==> config.mk <==
export PLATFORM = sky130hd
export DESIGN_NAME = pet_queue
export DESIGN_NICKNAME = d
export VERILOG_FILES = /design/src/rtl/pet_pkg.sv /design/src/rtl/pet_queue.sv
export SDC_FILE = /design/constraint.sdc
export NUM_CORES = 1
export LEC_CHECK = 0
export BUFFER_PORTS_ARGS = -buffer_cell sky130_fd_sc_hd__buf_4
export CORE_UTILIZATION = 30
export CTS_CLUSTER_DIAMETER = 50
export DETAILED_ROUTE_END_ITERATION = 10
export GPL_ROUTABILITY_DRIVEN = 0
export HOLD_SLACK_MARGIN = 0.05
export SLEW_MARGIN = 20
export SYNTH_ARGS = -nofsm -noshare
export SYNTH_HDL_FRONTEND = slang
export SYNTH_SLANG_ARGS = --single-unit
export TNS_END_PERCENT = 100
==> constraint.sdc <==
create_clock -name clk -period 29.2 [get_ports clk]
set_input_delay 8.76 -clock clk [delete_from_list [all_inputs] [get_ports clk]]
set_output_delay 8.76 -clock clk [all_outputs]
set_load 0.01 [all_outputs]
==> src/rtl/pet_pkg.sv <==
// shared types, constants and tables for the polyline extrusion block
`timescale 1ns / 1ps

package pet_pkg;

  localparam int CW  = 20;        // point coordinate width
  localparam int FB  = 8;         // fraction bits of vertex positions
  localparam int VW  = 29;        // vertex position width
  localparam int HW  = 12;        // half width register
  localparam int TW  = 16;        // texture and index width
  localparam int UW  = 30;        // normalized magnitude width
  localparam int SQW = 62;        // sum of squares and root work width
  localparam int LW  = 31;        // segment length width
  localparam int QW  = 21;        // offset magnitude width
  localparam int DW  = 52;        // division remainder width
  localparam int OW  = QW + 2;    // signed offset sum width
  localparam int PW  = VW + 1;    // unsaturated position width
  localparam int JOB_DEPTH = 2;

  localparam logic [1:0] KIND_VERTEX   = 2'd0;
  localparam logic [1:0] KIND_TRIANGLE = 2'd1;
  localparam logic [1:0] KIND_ERROR    = 2'd2;

  localparam logic [2:0] REG_HALF_WIDTH = 3'd0;
  localparam logic [2:0] REG_TEX_MIN_U  = 3'd1;
  localparam logic [2:0] REG_TEX_MIN_V  = 3'd2;
  localparam logic [2:0] REG_TEX_MAX_U  = 3'd3;
  localparam logic [2:0] REG_TEX_MAX_V  = 3'd4;
  localparam logic [2:0] REG_FIRST_VI   = 3'd5;

  typedef struct packed {
    logic [HW-1:0] half_width;
    logic [TW-1:0] tex_min_u;
    logic [TW-1:0] tex_min_v;
    logic [TW-1:0] tex_max_u;
    logic [TW-1:0] tex_max_v;
    logic [TW-1:0] first_vi;
  } cfg_t;

  typedef struct packed {
    logic signed [CW-1:0] ax;
    logic signed [CW-1:0] ay;
    logic signed [CW-1:0] bx;
    logic signed [CW-1:0] by;
    logic                 lone;
    logic                 last;
    logic                 neg_x;
    logic                 neg_y;
    logic [QW-1:0]        qx;
    logic [QW-1:0]        qy;
    logic [TW-1:0]        base;
  } job_t;

  typedef enum logic [2:0] {
    F_IDLE, F_NORM, F_SQ1, F_SQ2, F_SQRT, F_MULX, F_MULY, F_DIV
  } fstate_t;

  typedef enum logic [2:0] {
    OFF_S, OFF_N, OFF_SW, OFF_NW, OFF_SE, OFF_NE
  } off_t;

  typedef struct packed {
    logic use_b;
    off_t off;
    logic u_min;
    logic v_max;
  } vsel_t;

  function automatic vsel_t vertex_sel(input logic [3:0] idx);
    vsel_t s;
    s.use_b = 1'b1;
    s.off   = OFF_S;
    s.u_min = 1'b0;
    s.v_max = idx[0];
    case (idx)
      4'd0: begin s.use_b = 1'b0; s.off = OFF_SW; s.u_min = 1'b1; end
      4'd1: begin s.use_b = 1'b0; s.off = OFF_NW; s.u_min = 1'b1; end
      4'd2: begin s.use_b = 1'b0; s.off = OFF_S; end
      4'd3: begin s.use_b = 1'b0; s.off = OFF_N; end
      4'd4, 4'd6: s.off = OFF_S;
      4'd5, 4'd7: s.off = OFF_N;
      4'd8: begin s.off = OFF_SE; s.u_min = 1'b1; end
      4'd9: begin s.off = OFF_NE; s.u_min = 1'b1; end
      default: s.off = OFF_S;
    endcase
    return s;
  endfunction

  // corner offsets from the segment's vertex base, a b c packed low to high
  function automatic logic [11:0] tri_corners(input logic [2:0] t);
    logic [11:0] c;
    case (t)
      3'd0: c = {4'd2, 4'd1, 4'd0};
      3'd1: c = {4'd3, 4'd1, 4'd2};
      3'd2: c = {4'd4, 4'd3, 4'd2};
      3'd3: c = {4'd5, 4'd3, 4'd4};
      3'd4: c = {4'd8, 4'd7, 4'd6};
      3'd5: c = {4'd9, 4'd7, 4'd8};
      default: c = 12'd0;
    endcase
    return c;
  endfunction

endpackage

==> src/rtl/pet_queue.sv <==
// two-entry job queue between front and back
`timescale 1ns / 1ps

module pet_queue (
  input  logic          clk,
  input  logic          rst_n,
  input  logic          push,
  input  pet_pkg::job_t push_job,
  input  logic          pop,
  output pet_pkg::job_t head,
  output logic          full,
  output logic          empty
);
  import pet_pkg::*;

  job_t       mem [JOB_DEPTH];
  logic       wp_r, rp_r;
  logic [1:0] count_r;

  assign full  = (count_r == 2'(JOB_DEPTH));
  assign empty = (count_r == '0);
  assign head  = mem[rp_r];

  always_ff @(posedge clk) begin
    if (push) mem[wp_r] <= push_job;
  end

  always_ff @(posedge clk) begin
    if (!rst_n) begin
      wp_r    <= 1'b0;
      rp_r    <= 1'b0;
      count_r <= '0;
    end else begin
      if (push) wp_r <= ~wp_r;
      if (pop)  rp_r <= ~rp_r;
      case ({push, pop})
        2'b10:   count_r <= count_r + 2'd1;
        2'b01:   count_r <= count_r - 2'd1;
        default: count_r <= count_r;
      endcase
    end
  end

  a_no_overflow: assert property (@(posedge clk) disable iff (!rst_n) !(push && full))
    else $error("job pushed into full queue");
  a_no_underflow: assert property (@(posedge clk) disable iff (!rst_n) !(pop && empty))
    else $error("job popped from empty queue");
  a_count_bound: assert property (@(posedge clk) disable iff (!rst_n)
    count_r <= 2'(JOB_DEPTH))
    else $error("queue count out of range");

endmodule

==> reports/qor.tcl <==
set qor(cp-start-kind) {flip-flop}
set qor(fraction_of_power_consumed_by_combinational_cells_pct) 11.0
set qor(holdCritPathClass) {reg2reg}
set qor(cts.root.buffer_cell) {clkbuf_16}
set qor(yosys.area_share.adder_pct) 0.116
set qor(clock_sink_count) 289
set qor(tightestPinTransition_ps) 1050
set qor(grt_start_max_net_pins) 75
set qor(grt_util_met3_pct) 4.81
set qor(use_met2_pct) 18.5
set qor(ant_nets) 0
set qor(synth_top_area_cell) {edfxtp_1}
set qor(timing.critical_path.cells) {buf_4, mux2_2, buf_4}
set qor(postRouteWirelength_mm) 21.4
set qor(p_clk_share_pct) 43.2
set qor(grt_antenna_before_repair) 3
set qor(seq_area_frac_synth_pct) 80.0
set qor(initial_core_utilization_pct) 30.4
set qor(grt_setup_unrepaired) {false}
set qor(finalSetupViolations) 0
set qor(totalNegativeSetupSlack_ps) 0
set qor(synth-compound-area-share_pct) 0.186
set qor(cts_buffers) 38
set qor(cp_max_fo) 56
set qor(design.final.nets) 929
set qor(power_switching_w) 0.000224
set qor(worst_path_largest_cell_delay_ps) 880
set qor(fraction_of_synthesized_area_in_multiplexers_pct) 17.6
set qor(clkLatencyLatePin_ps) 510
set qor(postCtsSetupRepairBufs) 0
set qor(synth.most_common_cell) {edfxtp_1}
set qor(synth_fp_nets) 611
set qor(vdd.ir_drop.worst_uv) 45.7
set qor(synth_flop_cell) {edfxtp_1}
set qor(numPortBuffers) 289
set qor(rows) 69
set qor(outcome) {complete, no violations}
set qor(post-route-worst-setup-slack_ps) 17840
set qor(cts-hold-fix-buffers) 0
set qor(worstPathRequired_ps) 20440
set qor(gate_count_of_the_mapped_netlist) 464
set qor(clk_transition_reported_paths_ps) 50
set qor(die_width_um) 192
set qor(period_share_pct) 38.9
set qor(grt_most_used_layer) {met2}
set qor(synth.top_cell.area_share_pct) 79.1
set qor(die_h_um) 192
set qor(route.vias.total) 5325
set qor(cts_tree) {yes}
set qor(synth_area_per_cell_um2) 23.2
set qor(cts_max_level) 2
set qor(power.share.switching_pct) 21.1
set qor(synthArstFlopShare_pct) 0
set qor(ys_top_cells_by_area) {edfxtp_1, mux2_4, mux2_2}
set qor(drt_drc_violations_left) 0
set qor(setup.worst_path.end_class) {primary output}
set qor(route.detailed.wl_per_inst_um) 16.8
set qor(areal_power_density_over_the_cells_mw_per_mm2) 72.1
set qor(fillCellCount) 3198
set qor(floorplan.io_pins) 290
set qor(maxSlewViolCount) 0
set qor(global_route.usage.total_pct) 11.2
set qor(seqPwrFrac_pct) 45.9
set qor(post_synth_instance_area_mm2) 0.0108
set qor(core-area_mm2) 0.0355
set qor(drv.max_cap_violation_count) 0
set qor(ys_seq_elements) 289
set qor(synth_edf_count) 284
set qor(detail_routed_via_count_per_cell) 4.19
set qor(groute.layer.met1.usage_pct) 13.0
set qor(crit_path_top_delay_cell) {buf_4}
set qor(most_frequent_cp_cell) {buf_4}
set qor(pre_cts_slack_ps) 17980
set qor(syn2layout_area_growth_pct) 36.5
set qor(max_freq_ghz) 0.0880
set qor(die_area_mm2) 0.0367
set qor(layout_min_cycle_time_ps) 11360
set qor(synth.top_cells.by_count) {edfxtp_1, mux2_4, mux2_2, buf_6, buf_2}
set qor(synthesis.yosys.warnings) 0
set qor(static-leakage-power_nw) 5.62
set qor(first_global_vias) 5567
set qor(detailed_routing_iterations_pass_1) 4
set qor(clock_tree.buffer_depth) 3
set qor(worst_clock_skew_ps) 18.3
set qor(synth_simple_gate_area_share_pct) 0.499
set qor(place.detailed.hpwl_mm) 13.8
set qor(synth_xor_xnor_area_share_pct) 0.244
set qor(fraction_of_layout_cells_with_a_size_suffix_above_1_pct) 61.1
set qor(grt-ovfl-total) 0
set qor(synth.lib_cells_used.distinct) 18
set qor(slew-limit-headroom_pct) 29.7
set qor(arrival_ps) 2600
set qor(post_cts_resize_count) 0
set qor(report.final.hold_viol_count) 0
set qor(first_pass_grt_wire_length_mm) 31.0
set qor(internal_power_w) 0.000837
set qor(detailedRoute.firstIterationViolations) 233
set qor(path_class) {reg2out}
set qor(dominant_combinational_cell_family_by_area_after_synthesis) {multiplexers}
metrics by stage:
| step | total power, W | utilization (%) | area, µm² | hold slack, ps | std cells |
|---|---|---|---|---|---|
| final | 0.00106 | 41.5 | 14700 | 515 | 1272 |
| after global routing | 0.00110 | 41.5 | 14700 | 546 | 1270 |
| after CTS | 0.00108 | 41.5 | 14700 | 516 | 1270 |
| after detailed placement | 0.000614 | 37.9 | 13400 | 505 | 1203 |
| after global placement | 0.000612 | 37.9 | 13400 | 476 | 1203 |
| after floorplan | 0.000558 | - | 10800 | 466 | 464 |
path summary, 6_finish.rpt:
path              start  slack [ps]         end  depth (start not counted)
max reg2reg        wp_r       26580  mem[1][84]                          2
min reg2reg  count_r[1]         510  count_r[1]                          2
max           flip-flop       17840   head[136]                          3
min          count_r[1]         510  count_r[1]                          2
cells by family (layout without fill, tap and decap cells):
kind of cell    after synthesis  count (layout)
flops                       289             289
simple gates                  9               9
mux                         142             142
fa+ha+maj                     1               1
buf+inv                      17             362
compound gates                3               3
other cells                   0               2
xor+xnor                      3               3
layout by cell type, fill, tap and decap left out, drive strengths merged:
cell / count
bufinv: 4
clkinvlp: 1
o21a: 1
clkinv: 12
xor2: 1
or3: 1
clkbuf: 46
o21ai: 1
ha: 1
nor2b: 1
dfxtp: 5
a21boi: 1
and2: 4
and2b: 1
inv: 5
mux2: 142
buf: 294
nor2: 2
xnor2: 2
diode: 2
edfxtp: 284
layer usage:
layer,vias up,part of all wire (%)
li1,2490,-
met3,40,9.7
met5,-,0.056
met1,2593,40
met2,200,49
met4,2,2.1
state kept, by name (all words and copies together), names as in the netlist, named ones only:
signal	cells
wp_r	1
count_r	2
mem	284
rp_r	1
worst max-delay path, delay by kind of cell (launching register included):
kind                   cells  cell delay, ps
buffers and inverters      2            1020
flip-flops                 1             590
multiplexers               1             430
power by group through the flow:
stage	Clock [W]	Sequential, W	Combinational (W)
floorplan	0	0.000496	0.0000620
global placement	0	0.000494	0.000118
detailed placement	0	0.000495	0.000119
CTS	0.000472	0.000487	0.000119
global route	0.000488	0.000488	0.000125
finish	0.000458	0.000487	0.000116
area by class of cell:
cell class                 count  area [µm²]  area share (%)
inverter                       1        3.75          0.0255
clock buffer                  46        1040            7.10
clock inverter                21         221            1.51
timing repair buffer         294        2210            15.0
tap                          461         577            3.92
sequential                   289        8630            58.7
antenna                        2        5.00          0.0340
multi-input combinational    158        2020            13.7
No activity file was read; power rests on OpenSTA's default activity.
