<file path="config.mk">
export PLATFORM = sky130hd
export DESIGN_NAME = pet_back_flat
export DESIGN_NICKNAME = d
export VERILOG_FILES = /design/src/rtl/pet_pkg.sv /design/src/rtl/pet_if.sv /design/src/rtl/pet_back.sv /design/src/flat_wrapper.sv
export SDC_FILE = /design/constraint.sdc
export NUM_CORES = 1
export LEC_CHECK = 0
export BUFFER_PORTS_ARGS = -buffer_cell sky130_fd_sc_hd__buf_2
export CAP_MARGIN = 0
export CORE_MARGIN = 2
export CORE_UTILIZATION = 40
export CTS_BUF_LIST = sky130_fd_sc_hd__clkbuf_4
export DETAILED_ROUTE_END_ITERATION = 8
export PLACE_DENSITY = 0.69
export SYNTH_ARGS = -nofsm -noshare
export SYNTH_HDL_FRONTEND = slang
export SYNTH_SLANG_ARGS = --single-unit
export TNS_END_PERCENT = 5
</file>
<file path="constraint.sdc">
create_clock -name clk -period 12 [get_ports clk]
set_input_delay 2.4 -clock clk [delete_from_list [all_inputs] [get_ports clk]]
set_output_delay 2.4 -clock clk [all_outputs]
set_load 0.01 [all_outputs]
</file>
<file path="src/rtl/pet_pkg.sv">
// shared types, constants and tables for the polyline extrusion block
`timescale 1ns / 1ps

package pet_pkg;

  localparam int CW  = 20;        // point coordinate width
  localparam int FB  = 8;         // fraction bits of vertex positions
  localparam int VW  = 29;        // vertex position width
  localparam int HW  = 12;        // half width register
  localparam int TW  = 16;        // texture and index width
  localparam int UW  = 30;        // normalized magnitude width
  localparam int SQW = 62;        // sum of squares and root work width
  localparam int LW  = 31;        // segment length width
  localparam int QW  = 21;        // offset magnitude width
  localparam int DW  = 52;        // division remainder width
  localparam int OW  = QW + 2;    // signed offset sum width
  localparam int PW  = VW + 1;    // unsaturated position width
  localparam int JOB_DEPTH = 2;

  localparam logic [1:0] KIND_VERTEX   = 2'd0;
  localparam logic [1:0] KIND_TRIANGLE = 2'd1;
  localparam logic [1:0] KIND_ERROR    = 2'd2;

  localparam logic [2:0] REG_HALF_WIDTH = 3'd0;
  localparam logic [2:0] REG_TEX_MIN_U  = 3'd1;
  localparam logic [2:0] REG_TEX_MIN_V  = 3'd2;
  localparam logic [2:0] REG_TEX_MAX_U  = 3'd3;
  localparam logic [2:0] REG_TEX_MAX_V  = 3'd4;
  localparam logic [2:0] REG_FIRST_VI   = 3'd5;

  typedef struct packed {
    logic [HW-1:0] half_width;
    logic [TW-1:0] tex_min_u;
    logic [TW-1:0] tex_min_v;
    logic [TW-1:0] tex_max_u;
    logic [TW-1:0] tex_max_v;
    logic [TW-1:0] first_vi;
  } cfg_t;

  typedef struct packed {
    logic signed [CW-1:0] ax;
    logic signed [CW-1:0] ay;
    logic signed [CW-1:0] bx;
    logic signed [CW-1:0] by;
    logic                 lone;
    logic                 last;
    logic                 neg_x;
    logic                 neg_y;
    logic [QW-1:0]        qx;
    logic [QW-1:0]        qy;
    logic [TW-1:0]        base;
  } job_t;

  typedef enum logic [2:0] {
    F_IDLE, F_NORM, F_SQ1, F_SQ2, F_SQRT, F_MULX, F_MULY, F_DIV
  } fstate_t;

  typedef enum logic [2:0] {
    OFF_S, OFF_N, OFF_SW, OFF_NW, OFF_SE, OFF_NE
  } off_t;

  typedef struct packed {
    logic use_b;
    off_t off;
    logic u_min;
    logic v_max;
  } vsel_t;

  function automatic vsel_t vertex_sel(input logic [3:0] idx);
    vsel_t s;
    s.use_b = 1'b1;
    s.off   = OFF_S;
    s.u_min = 1'b0;
    s.v_max = idx[0];
    case (idx)
      4'd0: begin s.use_b = 1'b0; s.off = OFF_SW; s.u_min = 1'b1; end
      4'd1: begin s.use_b = 1'b0; s.off = OFF_NW; s.u_min = 1'b1; end
      4'd2: begin s.use_b = 1'b0; s.off = OFF_S; end
      4'd3: begin s.use_b = 1'b0; s.off = OFF_N; end
      4'd4, 4'd6: s.off = OFF_S;
      4'd5, 4'd7: s.off = OFF_N;
      4'd8: begin s.off = OFF_SE; s.u_min = 1'b1; end
      4'd9: begin s.off = OFF_NE; s.u_min = 1'b1; end
      default: s.off = OFF_S;
    endcase
    return s;
  endfunction

  // corner offsets from the segment's vertex base, a b c packed low to high
  function automatic logic [11:0] tri_corners(input logic [2:0] t);
    logic [11:0] c;
    case (t)
      3'd0: c = {4'd2, 4'd1, 4'd0};
      3'd1: c = {4'd3, 4'd1, 4'd2};
      3'd2: c = {4'd4, 4'd3, 4'd2};
      3'd3: c = {4'd5, 4'd3, 4'd4};
      3'd4: c = {4'd8, 4'd7, 4'd6};
      3'd5: c = {4'd9, 4'd7, 4'd8};
      default: c = 12'd0;
    endcase
    return c;
  endfunction

endpackage

</file>
<file path="src/rtl/pet_if.sv">


interface pet_out_if;
  logic                          valid;
  logic                          ready;
  logic [1:0]                    result_kind;
  logic signed [pet_pkg::VW-1:0] vertex_x;
  logic signed [pet_pkg::VW-1:0] vertex_y;
  logic [pet_pkg::TW-1:0]        tex_u;
  logic [pet_pkg::TW-1:0]        tex_v;
  logic [pet_pkg::TW-1:0]        corner_a;
  logic [pet_pkg::TW-1:0]        corner_b;
  logic [pet_pkg::TW-1:0]        corner_c;
  logic                          run_end;
  modport source (output valid, result_kind, vertex_x, vertex_y, tex_u, tex_v,
                  corner_a, corner_b, corner_c, run_end, input ready);
  modport sink   (input valid, result_kind, vertex_x, vertex_y, tex_u, tex_v,
                  corner_a, corner_b, corner_c, run_end, output ready);
endinterface

</file>
<file path="src/rtl/pet_back.sv">
// result sequencer: vertices and triangles of one segment, one beat a cycle while the receiver is ready
`timescale 1ns / 1ps

module pet_back (
  input  logic          clk,
  input  logic          rst_n,
  input  pet_pkg::cfg_t cfg,
  input  pet_pkg::job_t q_head,
  input  logic          q_empty,
  output logic          q_pop,
  pet_out_if.source     out_res
);
  import pet_pkg::*;

  job_t       job_r;
  logic       busy_r;
  logic [3:0] step_r;
  logic       out_valid_r;

  logic [1:0]            kind_r;
  logic signed [VW-1:0]  vx_r, vy_r;
  logic [TW-1:0]         tu_r, tv_r, ca_r, cb_r, cc_r;
  logic                  end_r;

  logic                  fire;
  logic [3:0]            total, nverts;
  logic                  is_vert;
  vsel_t                 vs;
  logic [11:0]           tc;
  logic [3:0]            tidx;
  logic signed [QW:0]    ex, ey;
  logic signed [OW-1:0]  ox, oy;
  logic signed [CW-1:0]  ptx, pty;
  logic signed [PW-1:0]  posx, posy;
  logic [TW-1:0]         mid_u;
  logic [TW:0]           mid_sum;

  function automatic logic signed [VW-1:0] sat(input logic signed [PW-1:0] p);
    if (p[PW-1] != p[PW-2]) return p[PW-1] ? {1'b1, {(VW-1){1'b0}}} : {1'b0, {(VW-1){1'b1}}};
    return p[VW-1:0];
  endfunction

  assign q_pop = !busy_r && !q_empty;
  assign fire  = busy_r && (!out_valid_r || out_res.ready);
  assign nverts = job_r.last ? 4'd10 : 4'd6;
  assign total  = job_r.lone ? 4'd0 : (job_r.last ? 4'd15 : 4'd9);  // last step number
  assign is_vert = step_r < nverts;
  assign tidx   = step_r - nverts;
  assign vs     = vertex_sel(step_r);
  assign tc     = tri_corners(tidx[2:0]);

  assign ex = job_r.neg_x ? -$signed({1'b0, job_r.qx}) : $signed({1'b0, job_r.qx});
  assign ey = job_r.neg_y ? -$signed({1'b0, job_r.qy}) : $signed({1'b0, job_r.qy});

  always_comb begin
    case (vs.off)
      OFF_S:   begin ox = OW'(ey);      oy = -OW'(ex);      end
      OFF_N:   begin ox = -OW'(ey);     oy = OW'(ex);       end
      OFF_SW:  begin ox = OW'(ey) - OW'(ex);  oy = -OW'(ey) - OW'(ex); end
      OFF_NW:  begin ox = -OW'(ey) - OW'(ex); oy = OW'(ex) - OW'(ey);  end
      OFF_SE:  begin ox = OW'(ey) + OW'(ex);  oy = OW'(ey) - OW'(ex);  end
      OFF_NE:  begin ox = OW'(ex) - OW'(ey);  oy = OW'(ey) + OW'(ex);  end
      default: begin ox = '0; oy = '0; end
    endcase
  end

  assign ptx  = vs.use_b ? job_r.bx : job_r.ax;
  assign pty  = vs.use_b ? job_r.by : job_r.ay;
  assign posx = ($signed(PW'(ptx)) <<< FB) + PW'(ox);
  assign posy = ($signed(PW'(pty)) <<< FB) + PW'(oy);
  assign mid_sum = {1'b0, cfg.tex_min_u} + {1'b0, cfg.tex_max_u};
  assign mid_u   = mid_sum[TW:1];

  always_ff @(posedge clk) begin
    if (!rst_n) begin
      busy_r      <= 1'b0;
      step_r      <= '0;
      out_valid_r <= 1'b0;
    end else begin
      if (q_pop) begin
        busy_r <= 1'b1;
        step_r <= '0;
      end
      if (fire) begin
        out_valid_r <= 1'b1;
        if (step_r == total) busy_r <= 1'b0;
        else step_r <= step_r + 4'd1;
      end else if (out_res.ready) begin
        out_valid_r <= 1'b0;
      end
    end
  end

  always_ff @(posedge clk) begin
    if (q_pop) job_r <= q_head;
    if (fire) begin
      end_r <= (step_r == total);
      kind_r <= KIND_VERTEX;
      vx_r <= '0; vy_r <= '0; tu_r <= '0; tv_r <= '0;
      ca_r <= '0; cb_r <= '0; cc_r <= '0;
      if (job_r.lone) begin
        kind_r <= KIND_ERROR;
      end else if (is_vert) begin
        vx_r <= sat(posx);
        vy_r <= sat(posy);
        tu_r <= vs.u_min ? cfg.tex_min_u : mid_u;
        tv_r <= vs.v_max ? cfg.tex_max_v : cfg.tex_min_v;
      end else begin
        kind_r <= KIND_TRIANGLE;
        ca_r <= job_r.base + TW'(tc[3:0]);
        cb_r <= job_r.base + TW'(tc[7:4]);
        cc_r <= job_r.base + TW'(tc[11:8]);
      end
    end
  end

  assign out_res.valid       = out_valid_r;
  assign out_res.result_kind = kind_r;
  assign out_res.vertex_x    = vx_r;
  assign out_res.vertex_y    = vy_r;
  assign out_res.tex_u       = tu_r;
  assign out_res.tex_v       = tv_r;
  assign out_res.corner_a    = ca_r;
  assign out_res.corner_b    = cb_r;
  assign out_res.corner_c    = cc_r;
  assign out_res.run_end     = end_r;

  a_err_ends: assert property (@(posedge clk) disable iff (!rst_n)
    out_valid_r && kind_r == KIND_ERROR |-> end_r)
    else $error("error beat without run end");
  a_pop_idle: assert property (@(posedge clk) disable iff (!rst_n)
    q_pop |-> !fire)
    else $error("job loaded while a run is in progress");
  a_step_bound: assert property (@(posedge clk) disable iff (!rst_n)
    busy_r |-> step_r <= total)
    else $error("step past end of run");

endmodule

</file>
<file path="src/flat_wrapper.sv">
// flat-port wrapper written by rule: the top's interface ports become plain ports
module pet_back_flat import pet_pkg::*;
  (clk, rst_n, cfg, q_head, q_empty, q_pop, out_res_valid, out_res_result_kind, out_res_vertex_x, out_res_vertex_y, out_res_tex_u, out_res_tex_v, out_res_corner_a, out_res_corner_b, out_res_corner_c, out_res_run_end, out_res_ready);
  pet_out_if out_res_i ();
  input  logic clk;
  input  logic rst_n;
  input  pet_pkg::cfg_t cfg;
  input  pet_pkg::job_t q_head;
  input  logic q_empty;
  output logic q_pop;
  output wire logic [$bits(out_res_i.valid)-1:0] out_res_valid;
  output wire logic [$bits(out_res_i.result_kind)-1:0] out_res_result_kind;
  output wire logic [$bits(out_res_i.vertex_x)-1:0] out_res_vertex_x;
  output wire logic [$bits(out_res_i.vertex_y)-1:0] out_res_vertex_y;
  output wire logic [$bits(out_res_i.tex_u)-1:0] out_res_tex_u;
  output wire logic [$bits(out_res_i.tex_v)-1:0] out_res_tex_v;
  output wire logic [$bits(out_res_i.corner_a)-1:0] out_res_corner_a;
  output wire logic [$bits(out_res_i.corner_b)-1:0] out_res_corner_b;
  output wire logic [$bits(out_res_i.corner_c)-1:0] out_res_corner_c;
  output wire logic [$bits(out_res_i.run_end)-1:0] out_res_run_end;
  input wire logic [$bits(out_res_i.ready)-1:0] out_res_ready;
  assign out_res_valid = out_res_i.valid;
  assign out_res_result_kind = out_res_i.result_kind;
  assign out_res_vertex_x = out_res_i.vertex_x;
  assign out_res_vertex_y = out_res_i.vertex_y;
  assign out_res_tex_u = out_res_i.tex_u;
  assign out_res_tex_v = out_res_i.tex_v;
  assign out_res_corner_a = out_res_i.corner_a;
  assign out_res_corner_b = out_res_i.corner_b;
  assign out_res_corner_c = out_res_i.corner_c;
  assign out_res_run_end = out_res_i.run_end;
  assign out_res_i.ready = out_res_ready;
  pet_back u_core (.clk(clk), .rst_n(rst_n), .cfg(cfg), .q_head(q_head), .q_empty(q_empty), .q_pop(q_pop), .out_res(out_res_i));
endmodule
</file>
==> results_dict.tcl <==
set metrics [dict create \
    drive_above_1_share 0.220 \
    post_cts_buffers 0 \
    netlist_area_um2 21800 \
    hold_class "flip-flop to flip-flop" \
    hpwlAfterDp_mm 52.1 \
    drt-pass1-iter-count 6 \
    fin_crit_ps 8730 \
    dieArea_um2 56500 \
    path_clk_slew_ps 70 \
    synthCells 2253 \
    fin_area_um2 25200 \
    yosysTopAreaCellShare 0.389 \
    gp_congestion 0.973 \
    worstPathArrival_ps 9370 \
    vdd_drop_max_mv 0.0756 \
    die_h_um 238 \
    synth_seq_area_share 0.395 \
    finalCritPeriodShare 0.728 \
    groute.usage.overall 0.235 \
    overflow 0 \
    remaining_drc_errors 0 \
    area_growth_pct 15.5 \
    grt_pass1_wl_mm 104 \
    die_x_um 238 \
    cts-resized-gates 0 \
    port_buffers 352 \
    vias_per_cell 5.75 \
    wire_per_inst_um 20.3 \
    slew_viol_final 0 \
    maxCapViolations 0 \
    clk_latency_ps 810 \
    ios 381 \
    synth_edf_count 283 \
    root_buffer "clkbuf_4" \
    antenna_left 0 \
    pre_cts_ws_ps 3480 \
    initial_core_util 0.405 \
    synthFlopType "edfxtp_1" \
    tightest_slew_ps 1040 \
    yosysTopAreaCell "edfxtp_1" \
    htreeDepth 3 \
    path_class "flip-flop to flip-flop" \
    grt_pass1_vias 18700 \
    rows 85 \
    status "finished clean" \
    vias 19300 \
    synth-seq-cells 289 \
    drt_wl_total_mm 68.1 \
    async_flop_share 0 \
    yosysUniqueCellTypes 104 \
    grt_max_degree 78 \
    antenna_found_initial 3 \
    cts_tree "yes" \
    holdBufCountCts 0 \
    crit_required_ps 12640 \
    rsz0062_at_grt "false" \
    ctsLongestPathBuffers 3 \
    netlist_top_cells_count "edfxtp_1 (283), nor2_1 (218), ha_1 (161)" \
    cts.sinks 289 \
    tns_ps 0 \
    layout_setup_ws_ps 3270 \
    hold_viol 0 \
    cp-start-kind "flip-flop" \
    core-area_um2 53900 \
    cp_max_fo 13 \
    endpoint_kind "flip-flop" \
    cts_made_buffers 78 \
    fmax_mhz 115 \
    relSlewSlack 0.296 \
    drt-initial-drc-count 1560 \
    finalSetupViolCount 0 \
    fin_util 0.468 \
    placed_area_um2 24300 \
    p_leak_uw 0.0101 \
    yosysWarnings 0 \
    yosysMostFrequentCell "edfxtp_1" \
    power_density_nw_per_um2 152 \
    syn_nets 2662 \
    finalHoldWorstSlack_ps 532 \
    syn_area_per_cell_um2 9.69 \
    nets 3014 \
    synthTopCellsByArea "edfxtp_1 (39%), ha_1 (9.2%), xnor2_1 (6.0%)" \
    fin_skew_ps 59.5 \
]
## per-layer routing
layer / up-vias / wire length, µm / track usage / share of wire
met2: 865 / 31700 / 0.388 / 0.46
met4: 0 / 1810 / 0.0848 / 0.027
met1: 9167 / 29400 / 0.309 / 0.43
met5: - / 0 / 0 / 0
met3: 110 / 5270 / 0.0439 / 0.077
li1: 9129 / - / - / -
## cell usage in the layout (no fill, tap or decap), drive strengths merged, types with 13 or more instances in the layout
master,netlist,layout
a31oi,22,22
xor2,59,59
nand3,42,42
o21bai,14,14
nor2,219,219
clkinv,3,30
a221oi,16,16
nand2b,26,26
o221ai,13,13
nor3,59,59
nand2,138,138
buf,16,374
a21o,41,41
xnor2,151,151
inv,114,115
o22ai,21,21
a22oi,21,21
mux2,42,42
or3,34,34
clkbuf,86,98
edfxtp,283,283
o31ai,21,21
ha,161,161
o21a,18,18
mux2i,22,22
nand4,22,22
a211oi,28,28
o21ai,123,123
nor2b,34,34
a21oi,160,160
nor4,16,16
o41ai,14,14
and2,21,21
o211ai,28,28
## layout make-up
type | count | area, µm²
Clock inverter | 33 | 221
Tap cell | 696 | 871
Inverter | 117 | 444
Timing Repair Buffer | 374 | 1930
Sequential cell | 289 | 8620
Multi-Input combinational cell | 1745 | 12400
Antenna cell | 2 | 5.00
Fill cell | 5094 | 28700
Clock buffer | 98 | 736
## through the flow
step / instances / total power, µW
finish: 3354 / 3830
global route: 3354 / 4080
CTS: 3352 / 3840
detailed placement: 3221 / 2950
global placement: 3221 / 2910
floorplan: 2253 / 2490
## power breakdown
part / total, µW / switching (µW) / leakage [µW] / internal, µW
clock: 866 / 417 / 0.000552 / 449
sequential: 1260 / 38.4 / 0.00275 / 1230
combinational: 1700 / 1040 / 0.00677 / 660
total: 3830 / 1500 / 0.0101 / 2330
## final timing paths
path	slack, ps	to	start	cells after the start
setup / recovery	3270	u_core.out_res.vertex_y[28]$_SDFFCE_PP0P_	u_core.job_r[37]$_DFFE_PP_	27
hold / removal	530	u_core.out_res.valid$_SDFFE_PN0P_	u_core.busy_r$_SDFF_PN0_	2
setup reg to reg	3270	u_core.out_res.vertex_y[28]$_SDFFCE_PP0P_	u_core.job_r[37]$_DFFE_PP_	27
hold reg to reg	530	u_core.out_res.valid$_SDFFE_PN0P_	u_core.busy_r$_SDFF_PN0_	2
## worst max-delay path, stage by stage (launching register included)
cell and delay [ps]:
edfxtp_1 560, inv_1 190, ha_1 340, nor4b_2 560, nand2_1 150, o41ai_1 340, xor2_1 430, inv_1 130
ha_1 590, nand2_1 290, nor4_1 490, o21ai_0 190, o211ai_1 640, a21o_1 210, a21oi_1 70, xnor2_1 170
a222oi_1 360, nand2_1 190, ha_1 250, or3_1 370, o22a_1 240, and3_1 190, o31ai_1 90, a21oi_1 180
o41ai_1 560, a21oi_1 200, a2111o_1 440, a21oi_1 140
## kinds of logic after synthesis
| family | share of synthesized area |
|---|---|
| flip-flops | 0.395 |
| AND/OR/NAND/NOR | 0.153 |
| multiplexers | 0.0318 |
| buffers and inverters | 0.0390 |
| adder cells (fa/ha/maj) | 0.101 |
| XOR/XNOR | 0.0856 |
| AO/OA/AOI/OAI | 0.194 |
## state kept, by name, summed over array words and instances, names as in the netlist, 16 cells and up
name	cells
u_core.job_r	142
u_core.out_res.corner_b	16
u_core.out_res.tex_v	16
u_core.out_res.vertex_y	29
u_core.out_res.vertex_x	29
u_core.out_res.corner_c	16
u_core.out_res.tex_u	16
u_core.out_res.corner_a	16
Note: power is estimated with default switching activity, not from simulation.
